==> src/lgg_pkg.sv <==
// shared constants and types for the life grid generation step block
`default_nettype none

package lgg_pkg;

   // grid geometry
   localparam int ROWS = 64;
   localparam int COLS = 64;

   // address, column index and step counter widths
   localparam int ROW_AW = $clog2(ROWS);
   localparam int COL_AW = $clog2(COLS);
   localparam int CNT_W  = $clog2(ROWS + 2);

   // step sweep counter marks
   localparam logic [CNT_W-1:0] CNT_FIRST = CNT_W'(1);
   localparam logic [CNT_W-1:0] CNT_WR0   = CNT_W'(2);
   localparam logic [CNT_W-1:0] CNT_ROWS  = CNT_W'(ROWS);
   localparam logic [CNT_W-1:0] CNT_LAST  = CNT_W'(ROWS + 1);

   // operation codes
   typedef enum logic [1:0] {
      OP_WRITE = 2'd0,
      OP_READ  = 2'd1,
      OP_STEP  = 2'd2,
      OP_CLEAR = 2'd3
   } op_type;

   // control states
   typedef enum logic [2:0] {
      ST_IDLE,
      ST_RD,
      ST_WR,
      ST_STEP,
      ST_DONE
   } state_type;

endpackage

`default_nettype wire

==> src/lgg_row_rule.sv <==
// b3/s23 rule applied to one row word given the rows above and below
`default_nettype none

module lgg_row_rule (
   input  wire logic [lgg_pkg::COLS-1:0] above,
   input  wire logic [lgg_pkg::COLS-1:0] here,
   input  wire logic [lgg_pkg::COLS-1:0] below,
   output logic      [lgg_pkg::COLS-1:0] next_row
);
   import lgg_pkg::*;

   logic [COLS+1:0] above_pad;
   logic [COLS+1:0] here_pad;
   logic [COLS+1:0] below_pad;

   // dead cells past both edges
   assign above_pad = {1'b0, above, 1'b0};
   assign here_pad  = {1'b0, here,  1'b0};
   assign below_pad = {1'b0, below, 1'b0};

   // neighbor count and rule, one column at a time
   always_comb begin
      logic [3:0] total;
      next_row = '0;
      for (int c = 0; c < COLS; c++) begin
         total = 4'(above_pad[c]) + 4'(above_pad[c+1]) + 4'(above_pad[c+2])
               + 4'(here_pad[c])                       + 4'(here_pad[c+2])
               + 4'(below_pad[c]) + 4'(below_pad[c+1]) + 4'(below_pad[c+2]);
         next_row[c] = (total == 4'd3) || (here[c] && (total == 4'd2));
      end
   end

endmodule

`default_nettype wire

==> config.mk <==
export PLATFORM = sky130hd
export DESIGN_NAME = lgg_row_rule
export DESIGN_NICKNAME = d
export VERILOG_FILES = /design/src/lgg_pkg.sv /design/src/lgg_row_rule.sv
export SDC_FILE = /design/constraint.sdc
export NUM_CORES = 1
export LEC_CHECK = 0
export BUFFER_PORTS_ARGS = -buffer_cell sky130_fd_sc_hd__buf_2
export CAP_MARGIN = 15
export CORE_MARGIN = 2
export CORE_UTILIZATION = 25
export DETAILED_ROUTE_END_ITERATION = 8
export GPL_TIMING_DRIVEN = 0
export PLACE_DENSITY = 0.51
export SYNTH_ARGS = -nofsm -noshare
export SYNTH_HDL_FRONTEND = slang
export SYNTH_SLANG_ARGS = --single-unit
export TNS_END_PERCENT = 100
==> constraint.sdc <==
create_clock -name vclk -period 4.2
set_input_delay 0.84 -clock vclk [all_inputs]
set_output_delay 0.84 -clock vclk [all_outputs]
set_load 0.01 [all_outputs]
---- Word level (Yosys, flattened, before mapping) ----
Cells that the tools add are included.
cells by class
  $add $sub $neg .......................... 441
  eq/ne operators ......................... 128
  reductions and logical operators ........ 128
operators with widths
  operator              count
  $add A4 B1 Y4         252
  $eq A4 B2 Y1 const B  128
  $add A3 B1 Y4         63
  $add A2 B1 Y3         63
  $add A1 B1 Y2         63
  $logic_and A1 B1 Y1   64
  $logic_or A1 B1 Y1    64
storage, ports and cells
  bits in registers ....................... 0
  input port bits ......................... 192

---- Longest topological paths before layout ----
Gate-level depths: netlist of run 1.
  word-level depth ........................ 10
  depth in mapped cells ................... 9

---- Worst setup path after synthesis of run 1 ----
No wires, ideal clock.
  path type ............................... input port to output port
  start ................................... in above[30] in the netlist's numbering
  end ..................................... out next_row[31] in the netlist's numbering
  arrival ................................. 3,387 ps
  setup slack ............................. -27 ps
  stages on the path ...................... 9
  cell sequence ........................... inv_1 -> fa_1 -> fa_1 -> fa_1 -> inv_1 -> ha_1 -> fa_1 -> or2_0 -> a21oi_1
between the ends
  cells in the longest elaborated chain, start to end .. 10
  elaborated cells on any way between the ends .. 11
  classes of those cells .................. add/sub (7); eq/ne (2); reduce/logical (2)
ends and longest elaborated chain
  what                             RTL line            source
  start: declaration               lgg_row_rule.sv:5   input wire logic [lgg_pkg::COLS-1:0] above,
  $add A1 B1 Y2 (*)                lgg_row_rule.sv:26  total = 4'(above_pad[c]) + 4'(above_pad[c+1]) + 4'(above_pad[c+2])
  $add A2 B1 Y3 (*)                lgg_row_rule.sv:26
  $add A3 B1 Y4 (*)                lgg_row_rule.sv:27  + 4'(here_pad[c]) + 4'(here_pad[c+2])
  $add A4 B1 Y4 (*)                lgg_row_rule.sv:27
  $add A4 B1 Y4 (*) (3 in series)  lgg_row_rule.sv:28  + 4'(below_pad[c]) + 4'(below_pad[c+1]) + 4'(below_pad[c+2]);
  $eq A4 B2 Y1                     lgg_row_rule.sv:29  next_row[c] = (total == 4'd3) || (here[c] && (total == 4'd2));
  $logic_and A1 B1 Y1              lgg_row_rule.sv:29
  $logic_or A1 B1 Y1 (*)           lgg_row_rule.sv:29
  end: declaration                 lgg_row_rule.sv:8   output logic [lgg_pkg::COLS-1:0] next_row
Every way passes the cells marked *; elsewhere a longest branch is shown, timed or not.

---- Final worst setup path of run 1 ----
  start ................................... in above[24] in the netlist's numbering
  end ..................................... out next_row[24] in the netlist's numbering
The elaborated chain is that of the path after synthesis.

==> impl_metrics.prom, run 1 <==
# TYPE chip_impl_metric gauge
chip_impl_info{name="outcome",value="complete, but fails checks"} 1
chip_impl_info{name="failing_checks",value="setup timing"} 1
chip_impl_info{name="main_area_contributors_after_synthesis",value="sky130_fd_sc_hd__fa_1 47%, sky130_fd_sc_hd__ha_1 22%, sky130_fd_sc_hd__inv_1 15%"} 1
chip_impl_info{name="worst_hold_path_type",value="in -> out"} 1
chip_impl_metric{name="detail_route.iter0.violations",unit=""} 123
chip_impl_metric{name="maximum_number_of_pins_on_one_net_before_global_route_repair",unit=""} 4
chip_impl_metric{name="synthesis.yosys.warnings",unit=""} 0
chip_impl_metric{name="die_area",unit="um2"} 44510
chip_impl_metric{name="globalRouteOverflowTotal",unit=""} 0
chip_impl_metric{name="synth.lib_cells_used.distinct",unit=""} 14
chip_impl_info{name="mostFrequentLayoutCell",value="sky130_fd_sc_hd__inv_1"} 1
chip_impl_metric{name="initial_utilization",unit="%"} 25.42
chip_impl_info{name="crit_path_start_kind",value="input port"} 1
chip_impl_metric{name="via_count",unit=""} 8437
chip_impl_metric{name="setup_ws",unit="ns"} -0.2115
chip_impl_metric{name="hold_slack",unit="ns"} 2.030
chip_impl_metric{name="worst-slew-pin-transition",unit="ns"} 0.2550
chip_impl_metric{name="detail_route.wl_per_cell",unit="um"} 12.03
chip_impl_metric{name="globalplace.congestion",unit=""} 0.7987
chip_impl_metric{name="pwr_density_cell",unit="nW/um2"} 252.4
chip_impl_info{name="crit_top_cell",value="sky130_fd_sc_hd__fa_1"} 1
chip_impl_metric{name="finalHoldViolations",unit=""} 0
chip_impl_info{name="netlist.top_cell.by_area",value="sky130_fd_sc_hd__fa_1"} 1
chip_impl_metric{name="final.clkbuf_count",unit=""} 0
chip_impl_metric{name="synth.avg_cell_area",unit="um2"} 8.948
chip_impl_metric{name="number_of_antenna_violations_at_the_first_check_in_global_routing",unit=""} 9
chip_impl_metric{name="timing.final.crit_period",unit="ns"} 4.412
chip_impl_metric{name="synthesis.nets",unit=""} 1829
chip_impl_metric{name="viasPerCell",unit=""} 4.160
chip_impl_metric{name="row_count",unit=""} 75
chip_impl_metric{name="ant_nets",unit=""} 0
chip_impl_metric{name="groute.usage.overall",unit="%"} 11.23
chip_impl_metric{name="coreArea",unit="um2"} 42130
chip_impl_metric{name="numSequentialCells",unit=""} 0
chip_impl_metric{name="nets",unit=""} 2121
chip_impl_metric{name="dieWidth",unit="um"} 211.0
chip_impl_metric{name="ios",unit=""} 256
chip_impl_metric{name="count_of_maximum_capacitance_violations",unit=""} 0
chip_impl_metric{name="grt_pass1_wl",unit="um"} 41990
chip_impl_metric{name="worst_ep_required_time",unit="ns"} 3.36
chip_impl_metric{name="synth_top_area_share",unit="%"} 47.10
chip_impl_metric{name="timing_max_transition_violations_final",unit=""} 0
chip_impl_info{name="critical_path.cell_chain",value="buf_2 -> inv_2 -> fa_1 -> fa_1 -> fa_1 -> inv_2 -> ha_4 -> fa_2 -> o21ai_1 -> a21oi_1 -> buf_2"} 1
chip_impl_metric{name="setup-violations-final",unit=""} 61
chip_impl_metric{name="synthToLayoutAreaGrowth",unit="%"} 36.71
chip_impl_info{name="path_class",value="in -> out"} 1
chip_impl_metric{name="final.period_utilization",unit="%"} 105.0
chip_impl_metric{name="vias_in_the_first_global_route",unit=""} 9248
chip_impl_metric{name="critPathArrivalTime",unit="ns"} 3.57
chip_impl_metric{name="post_syn_instances",unit=""} 1197
chip_impl_info{name="setup_repair_after_global_routing_missed_its_margin",value="yes"} 1
chip_impl_metric{name="cpPeakStageDelay",unit="ns"} 0.54
chip_impl_metric{name="dpl_worst_slack",unit="ns"} -0.4003
chip_impl_metric{name="power.static_leakage",unit="uW"} 0.007401
chip_impl_metric{name="path_max_fanout",unit=""} 2
chip_impl_info{name="critPathSlowestCell",value="sky130_fd_sc_hd__fa_1"} 1
chip_impl_metric{name="final_layout_size_suffix_gt1_share",unit="%"} 42.17
chip_impl_metric{name="fp.dieH",unit="um"} 211.0
chip_impl_metric{name="seq_area",unit="um2"} 0
chip_impl_metric{name="ys_seq_area_share",unit="%"} 0
chip_impl_info{name="worst_setup_end_kind",value="primary output"} 1
chip_impl_metric{name="firstDrtPassIters",unit=""} 4
chip_impl_metric{name="numPortBuffers",unit=""} 256
chip_impl_metric{name="dp.final_hpwl",unit="um"} 23230
chip_impl_metric{name="report.power.total",unit="uW"} 3695
chip_impl_metric{name="post_synth_instance_area",unit="um2"} 10710
chip_impl_metric{name="remaining_drcs",unit=""} 0
chip_impl_metric{name="slew-limit-headroom",unit="%"} 82.98
chip_impl_metric{name="layout.core_utilization",unit="%"} 34.75
chip_impl_metric{name="totalWireLength",unit="um"} 24400
chip_impl_info{name="final_cell_mix",value="298 x sky130_fd_sc_hd__inv_1, 191 x sky130_fd_sc_hd__fa_1, 159 x sky130_fd_sc_hd__buf_2, 127 x sky130_fd_sc_hd__ha_1, 82 x sky130_fd_sc_hd__inv_2"} 1
chip_impl_metric{name="timing.hold.worst_path_depth",unit=""} 4
chip_impl_metric{name="peakVddDrop",unit="mV"} 0.1213
chip_impl_metric{name="maxClockFrequency",unit="GHz"} 0.2267
-- per-stage QoR --
step / std cells / setup TNS, ns / instance area [um2]
floorplan: 1197 / 0 / 10830
detailed placement: 1992 / -17.95 / 12790
finish: 2028 / -8.406 / 14640
CTS: 2009 / -12.68 / 13840
global placement: 1992 / -16.66 / 12790
global route: 2026 / -14.59 / 14640
-- critical path, delay by kind of cell --
kind,cells,cell delay [ns]
adders and majority gates,5,2.16
buffers and inverters,4,0.37
AOI/OAI and AO/OA,2,0.19
-- repair_timing --
item	4_1_cts	5_1_grt
pin swaps	171	149
buffers inserted	17	17
setup endpoints to repair	61	61
hold buffers	0	0
gates resized for setup	441	202
endpoints found under the hold margin	0	0
-- where the power goes --
part / switching, uW / internal [uW]
combinational: 1930 / 1760
sequential: 0 / 0
clock: 0 / 0.0000637
total: 1930 / 1760
-- final cells by class --
cell class	instances	area, um2
fill	4342	27490
inverter	442	1844
tap	539	674.4
timing repair buffer	290	2215
antenna	2	5.005
multi-input combinational	755	9903
-- synthesized netlist by cell type --
library cell / instances
sky130_fd_sc_hd__a21oi_1: 122
sky130_fd_sc_hd__a31oi_1: 1
sky130_fd_sc_hd__fa_1: 252
sky130_fd_sc_hd__ha_1: 188
sky130_fd_sc_hd__inv_1: 442
sky130_fd_sc_hd__nand2_1: 1
sky130_fd_sc_hd__nand3_1: 61
sky130_fd_sc_hd__nor2_1: 4
sky130_fd_sc_hd__nor2b_1: 1
sky130_fd_sc_hd__nor3_1: 1
sky130_fd_sc_hd__nor3b_1: 2
sky130_fd_sc_hd__o21ai_0: 61
sky130_fd_sc_hd__or2_0: 17
sky130_fd_sc_hd__or2_1: 44
-- path summary, 6_finish.rpt --
kind | from | to | slack [ns]
max | above[24] | next_row[24] | -0.21
min | here[34] | next_row[34] | 2.03
-- cells by family after synthesis --
group,synth area share [%]
compound gates,8.610
fa+ha+maj,69.07
buf+inv,15.49
simple gates,6.834
-- routing by layer --
| metal | GRT usage, % | wire length [um] | up-vias |
|---|---|---|---|
| li1 | - | - | 4193 |
| met1 | 13.75 | 10000 | 4042 |
| met2 | 21.03 | 12520 | 172 |
| met3 | 2.676 | 1732 | 16 |
| met4 | 0.1700 | 56 | 14 |
| met5 | 0 | 93 | - |
Note: power is estimated with default switching activity, not from simulation.
==> run 2: changes to the inputs <==
Settings changed: BUFFER_PORTS_ARGS -buffer_cell sky130_fd_sc_hd__buf_2 to not set, DONT_BUFFER_PORTS set to 1, PLACE_DENSITY 0.51 to 0.46.
==> impl_metrics.prom, run 2 (synthesized netlist as in run 1, its figures left out) <==
# TYPE chip_impl_metric gauge
chip_impl_metric{name="pwr_density_cell",unit="nW/um2"} 270.7
chip_impl_metric{name="finalHoldViolations",unit=""} 0
chip_impl_info{name="setup_repair_after_global_routing_missed_its_margin",value="yes"} 1
chip_impl_info{name="worst_hold_path_type",value="in -> out"} 1
chip_impl_metric{name="slew-limit-headroom",unit="%"} 70.31
chip_impl_metric{name="vias_in_the_first_global_route",unit=""} 8497
chip_impl_metric{name="fp.dieH",unit="um"} 211.0
chip_impl_metric{name="num_antenna_cells",unit=""} 0
chip_impl_metric{name="row_count",unit=""} 75
chip_impl_metric{name="maximum_number_of_pins_on_one_net_before_global_route_repair",unit=""} 4
chip_impl_metric{name="coreArea",unit="um2"} 42130
chip_impl_metric{name="final.period_utilization",unit="%"} 104.6
chip_impl_metric{name="detail_route.iter0.violations",unit=""} 134
chip_impl_metric{name="globalRouteOverflowTotal",unit=""} 0
chip_impl_metric{name="globalplace.congestion",unit=""} 0.7957
chip_impl_metric{name="critPathArrivalTime",unit="ns"} 3.55
chip_impl_metric{name="dieWidth",unit="um"} 211.0
chip_impl_metric{name="worst-slew-pin-transition",unit="ns"} 0.4445
chip_impl_info{name="mostFrequentLayoutCell",value="sky130_fd_sc_hd__inv_1"} 1
chip_impl_metric{name="timing.final.crit_period",unit="ns"} 4.392
chip_impl_metric{name="groute.usage.overall",unit="%"} 10.97
chip_impl_metric{name="count_of_maximum_capacitance_violations",unit=""} 0
chip_impl_metric{name="worst_ep_required_time",unit="ns"} 3.36
chip_impl_info{name="crit_path_start_kind",value="input port"} 1
chip_impl_metric{name="finalNonFillerCells",unit=""} 1741
chip_impl_info{name="final_cell_mix",value="391 x sky130_fd_sc_hd__inv_1, 193 x sky130_fd_sc_hd__fa_1, 130 x sky130_fd_sc_hd__ha_1, 61 x sky130_fd_sc_hd__a21oi_1, 61 x sky130_fd_sc_hd__nand3_1"} 1
chip_impl_metric{name="multi_input_gate_area_in_the_final_layout",unit="um2"} 10170
chip_impl_info{name="path_class",value="in -> out"} 1
chip_impl_metric{name="final.clkbuf_count",unit=""} 0
chip_impl_metric{name="dpl.cell_count",unit=""} 1736
chip_impl_metric{name="totalWireLength",unit="um"} 23600
chip_impl_metric{name="path_max_fanout",unit=""} 2
chip_impl_metric{name="numPortBuffers",unit=""} 0
chip_impl_info{name="outcome",value="complete, but fails checks"} 1
chip_impl_metric{name="seq_area",unit="um2"} 0
chip_impl_metric{name="detail_route.wl_per_cell",unit="um"} 13.55
chip_impl_metric{name="hold_buffers",unit=""} 0
chip_impl_metric{name="dp.final_hpwl",unit="um"} 22800
chip_impl_metric{name="setup_ws",unit="ns"} -0.1923
chip_impl_metric{name="firstDrtPassIters",unit=""} 4
chip_impl_metric{name="peakVddDrop",unit="mV"} 0.1075
chip_impl_metric{name="maxClockFrequency",unit="GHz"} 0.2277
chip_impl_metric{name="via_count",unit=""} 7328
chip_impl_info{name="worst_setup_end_kind",value="primary output"} 1
chip_impl_metric{name="layout.core_utilization",unit="%"} 30.02
chip_impl_metric{name="viasPerCell",unit=""} 4.209
chip_impl_metric{name="finalInstanceArea",unit="um2"} 12650
chip_impl_metric{name="ios",unit=""} 256
chip_impl_info{name="failing_checks",value="setup timing"} 1
chip_impl_metric{name="nets",unit=""} 1836
chip_impl_metric{name="final.fill_count",unit=""} 4421
chip_impl_metric{name="dpl_cell_area",unit="um2"} 11510
chip_impl_metric{name="die_area",unit="um2"} 44510
chip_impl_metric{name="power.static_leakage",unit="uW"} 0.006055
chip_impl_metric{name="number_of_antenna_violations_at_the_first_check_in_global_routing",unit=""} 1
chip_impl_metric{name="remaining_drcs",unit=""} 0
chip_impl_metric{name="timing_max_transition_violations_final",unit=""} 0
chip_impl_metric{name="final_layout_size_suffix_gt1_share",unit="%"} 23.79
chip_impl_metric{name="grt_pass1_wl",unit="um"} 40490
chip_impl_metric{name="synthToLayoutAreaGrowth",unit="%"} 18.10
chip_impl_metric{name="ant_nets",unit=""} 0
chip_impl_metric{name="setup-violations-final",unit=""} 37
chip_impl_metric{name="initial_utilization",unit="%"} 25.42
chip_impl_metric{name="numSequentialCells",unit=""} 0
[run 2: changes by cell type in the layout (fill, tap and decap cells not counted), sizes merged]
cell / previous run / this run
buf: 290 / 5
inv: 442 / 427
clkinvlp: 0 / 15
diode: 2 / 0
[run 2: routing by layer]
layer	share of wire [%]	global-route usage (%)
met4	0.055	0.07285
met3	11	4.208
met5	0.055	0
met2	51	20.77
met1	38	12.26
[run 2: cell type report]
cell class	count	share of cell area, %
Multi-Input combinational cell	755	80.37
Inverter	442	14.00
Tap cell	539	5.332
Timing Repair Buffer	5	0.2968
[run 2: worst paths after layout]
path	start	end	slack (ns)	depth (start not counted)
worst min-delay path	here[0]	next_row[0]	1.83	2
worst max-delay path	above[39]	next_row[39]	-0.19	9
[run 2: worst max-delay path, cell delays in order]
cell and delay (ns):
sky130_fd_sc_hd__clkinvlp_4 0.07, sky130_fd_sc_hd__fa_1 0.50, sky130_fd_sc_hd__fa_1 0.53, sky130_fd_sc_hd__fa_1 0.56
sky130_fd_sc_hd__inv_2 0.04, sky130_fd_sc_hd__ha_4 0.15, sky130_fd_sc_hd__fa_2 0.34, sky130_fd_sc_hd__or2_4 0.27
sky130_fd_sc_hd__a21oi_4 0.24
[run 2: what timing repair did]
| action | in CTS | in global routing |
|---|---|---|
| hold endpoints to repair | 0 | 0 |
| endpoints found under the setup margin | 61 | 61 |
| pin swaps | 168 | 129 |
| setup buffers | 2 | 3 |
| resized for setup | 277 | 109 |
[run 2: power by group]
group	internal (uW)	leakage, uW	switching (uW)	total [uW]
Clock	0	0	0	0
Combinational	1530	0.00606	1900	3420
Sequential	0	0	0	0
[run 2: per-stage QoR]
step | setup WS, ns | total power (uW) | setup TNS [ns] | hold slack (ns)
detailed placement | -0.3593 | 2773 | -8.983 | 1.835
floorplan | 0.003473 | 2179 | 0 | 1.821
global placement | -0.3652 | 2684 | -8.029 | 1.842
global route | -0.2945 | 4017 | -6.621 | 1.852
CTS | -0.1878 | 3244 | -3.779 | 1.835
finish | -0.1923 | 3424 | -1.558 | 1.829
==> run 3: changes to the inputs <==
Settings changed: ABC_AREA set to 1, RECOVER_POWER set to 50.
==> impl_metrics.prom, run 3 <==
# TYPE chip_impl_metric gauge
chip_impl_info{name="outcome",value="complete, but fails checks"} 1
chip_impl_metric{name="die_area",unit="um2"} 47320
chip_impl_metric{name="seq_area",unit="um2"} 0
chip_impl_metric{name="ant_nets",unit=""} 0
chip_impl_info{name="setup_repair_after_global_routing_missed_its_margin",value="yes"} 1
chip_impl_metric{name="post_syn_instances",unit=""} 1443
chip_impl_metric{name="maxClockFrequency",unit="GHz"} 0.2329
chip_impl_metric{name="synthToLayoutAreaGrowth",unit="%"} 17.25
chip_impl_metric{name="coreArea",unit="um2"} 45190
chip_impl_metric{name="pwr-share-comb",unit="%"} 100.0
chip_impl_metric{name="number_of_antenna_violations_at_the_first_check_in_global_routing",unit=""} 0
chip_impl_metric{name="synthesis.yosys.warnings",unit=""} 0
chip_impl_metric{name="critPathArrivalTime",unit="ns"} 3.45
chip_impl_metric{name="setup_ws",unit="ns"} -0.09383
chip_impl_metric{name="remaining_drcs",unit=""} 0
chip_impl_metric{name="dieWidth",unit="um"} 217.5
chip_impl_metric{name="wl_met3",unit="um"} 1934
chip_impl_metric{name="dp.final_hpwl",unit="um"} 23120
chip_impl_metric{name="switching_share",unit="%"} 58.20
chip_impl_metric{name="switching_power",unit="uW"} 2061
chip_impl_metric{name="initial_utilization",unit="%"} 25.23
chip_impl_metric{name="groute.usage.overall",unit="%"} 10.63
chip_impl_metric{name="ios",unit=""} 256
chip_impl_metric{name="worst-slew-pin-transition",unit="ns"} 0.2773
chip_impl_metric{name="post_synth_instance_area",unit="um2"} 11400
chip_impl_metric{name="fp.dieH",unit="um"} 217.5
chip_impl_metric{name="synth.avg_cell_area",unit="um2"} 7.900
chip_impl_info{name="worst_hold_path_type",value="in -> out"} 1
chip_impl_metric{name="layout.core_utilization",unit="%"} 29.58
chip_impl_metric{name="vias_in_the_first_global_route",unit=""} 9206
chip_impl_info{name="worst_setup_end_kind",value="primary output"} 1
chip_impl_metric{name="final.clkbuf_count",unit=""} 0
chip_impl_metric{name="dpl.cell_count",unit=""} 2043
chip_impl_metric{name="slew-limit-headroom",unit="%"} 81.47
chip_impl_metric{name="path_max_fanout",unit=""} 2
chip_impl_metric{name="count_of_maximum_capacitance_violations",unit=""} 0
chip_impl_metric{name="globalplace.congestion",unit=""} 0.8122
chip_impl_info{name="synthTopCellsByCount",value="625 x sky130_fd_sc_hd__inv_1, 252 x sky130_fd_sc_hd__fa_1, 188 x sky130_fd_sc_hd__ha_1"} 1
chip_impl_metric{name="sequentialPowerShare",unit="%"} 0
chip_impl_metric{name="timing_max_transition_violations_final",unit=""} 0
chip_impl_metric{name="num_antenna_cells",unit=""} 0
chip_impl_metric{name="internal_power",unit="uW"} 1481
chip_impl_info{name="post-synth-top-count-cell",value="sky130_fd_sc_hd__inv_1"} 1
chip_impl_metric{name="dpl_worst_slack",unit="ns"} -0.4140
chip_impl_metric{name="row_count",unit=""} 78
chip_impl_metric{name="setup-violations-final",unit=""} 24
chip_impl_metric{name="final.fill_count",unit=""} 4855
chip_impl_metric{name="grt_pass1_wl",unit="um"} 42620
chip_impl_metric{name="final.period_utilization",unit="%"} 102.2
chip_impl_info{name="top_signal_layer_used",value="met4"} 1
chip_impl_metric{name="numSequentialCells",unit=""} 0
chip_impl_metric{name="synth.lib_cells_used.distinct",unit=""} 10
chip_impl_metric{name="detail_route.wl_per_cell",unit="um"} 11.78
chip_impl_metric{name="finalNonFillerCells",unit=""} 2064
chip_impl_metric{name="ys_seq_area_share",unit="%"} 0
chip_impl_metric{name="firstDrtPassIters",unit=""} 4
chip_impl_info{name="netlist.top_cell.by_area",value="sky130_fd_sc_hd__fa_1"} 1
chip_impl_info{name="crit_path_start_kind",value="input port"} 1
chip_impl_info{name="mostFrequentLayoutCell",value="sky130_fd_sc_hd__inv_1"} 1
chip_impl_info{name="path_class",value="in -> out"} 1
chip_impl_metric{name="viasPerCell",unit=""} 3.998
chip_impl_metric{name="power.static_leakage",unit="uW"} 0.006982
chip_impl_metric{name="synth_top_area_share",unit="%"} 44.25
chip_impl_metric{name="synthesis.nets",unit=""} 2075
chip_impl_metric{name="globalRouteOverflowTotal",unit=""} 0
chip_impl_info{name="main_area_contributors_after_synthesis",value="sky130_fd_sc_hd__fa_1 44%, sky130_fd_sc_hd__ha_1 21%, sky130_fd_sc_hd__inv_1 21%"} 1
chip_impl_info{name="final_cell_mix",value="562 x sky130_fd_sc_hd__inv_1, 250 x sky130_fd_sc_hd__fa_1, 185 x sky130_fd_sc_hd__nand2_1, 129 x sky130_fd_sc_hd__ha_1, 94 x sky130_fd_sc_hd__nand3_1"} 1
chip_impl_info{name="failing_checks",value="setup timing"} 1
chip_impl_metric{name="final_layout_size_suffix_gt1_share",unit="%"} 15.98
chip_impl_metric{name="timing.final.crit_period",unit="ns"} 4.294
chip_impl_metric{name="peakVddDrop",unit="mV"} 0.1369
chip_impl_metric{name="worst_ep_required_time",unit="ns"} 3.36
chip_impl_metric{name="totalWireLength",unit="um"} 24320
chip_impl_metric{name="via_count",unit=""} 8251
chip_impl_metric{name="detail_route.iter0.violations",unit=""} 214
chip_impl_metric{name="power_frac_clock",unit="%"} 0
chip_impl_metric{name="route.met2.wl",unit="um"} 12010
chip_impl_metric{name="numPortBuffers",unit=""} 0
chip_impl_metric{name="nets",unit=""} 2098
chip_impl_metric{name="hold_slack",unit="ns"} 1.883
chip_impl_metric{name="pwr_density_cell",unit="nW/um2"} 265.0
chip_impl_metric{name="maximum_number_of_pins_on_one_net_before_global_route_repair",unit=""} 4
chip_impl_metric{name="drt-met1-wl",unit="um"} 10330
chip_impl_metric{name="multi_input_gate_area_in_the_final_layout",unit="um2"} 9936
chip_impl_metric{name="finalHoldViolations",unit=""} 0
run 3: area by class of cell:
class / count / share of cell area (%)
Inverter: 625 / 18.87
Timing Repair Buffer: 21 / 1.179
Tap cell: 600 / 5.616
Multi-Input combinational cell: 818 / 74.33
run 3: what timing repair did:
item / in CTS / in global routing
setup buffers: 16 / 5
endpoints found under the setup margin: 61 / 61
hold buffers: 0 / 0
hold endpoints to repair: 0 / 0
pin swaps: 36 / 29
resized for setup: 182 / 79
run 3: per-layer routing:
metal	up-vias	global-route usage, %
met5	-	0
met4	0	0.2740
met3	4	2.608
met2	169	19.27
met1	3947	13.38
li1	4131	-
run 3: power by group through the flow:
stage          logic, uW  registers [uW]  clock network (uW)
2_1_floorplan       2390               0                   0
3_3_place_gp        2900               0                   0
4_1_cts             3400               0                   0
3_5_place_dp        3050               0                   0
6_report            3540               0                   0
5_1_grt             4190               0                   0
run 3: kinds of logic after synthesis:
logic type / count (synthesis) / synth area share [%]
simple gates: 314 / 11.70
buf+inv: 625 / 20.58
compound gates: 64 / 2.832
fa+ha+maj: 440 / 64.89
run 3: worst max-delay path, cell delays in order:
cell and delay (ns):
sky130_fd_sc_hd__inv_1 0.06, sky130_fd_sc_hd__fa_1 0.56, sky130_fd_sc_hd__fa_1 0.44, sky130_fd_sc_hd__fa_1 0.50, sky130_fd_sc_hd__inv_1 0.04, sky130_fd_sc_hd__ha_1 0.21
sky130_fd_sc_hd__fa_1 0.50, sky130_fd_sc_hd__nand3_2 0.11, sky130_fd_sc_hd__a21oi_4 0.19
run 3: final timing paths:
kind / startpoint / end / slack, ns / cells after the start
max: above[26] / next_row[27] / -0.09 / 9
min: here[63] / next_row[63] / 1.88 / 2
run 3: stage by stage:
| stage | total power (uW) | setup TNS [ns] | cell area [um2] |
|---|---|---|---|
| after floorplan | 2387 | 0 | 11400 |
| after global placement | 2904 | -8.077 | 12150 |
| after detailed placement | 3045 | -9.082 | 12150 |
| after CTS | 3404 | -2.221 | 12920 |
| after global routing | 4187 | -6.119 | 13370 |
| final | 3542 | -0.7597 | 13370 |
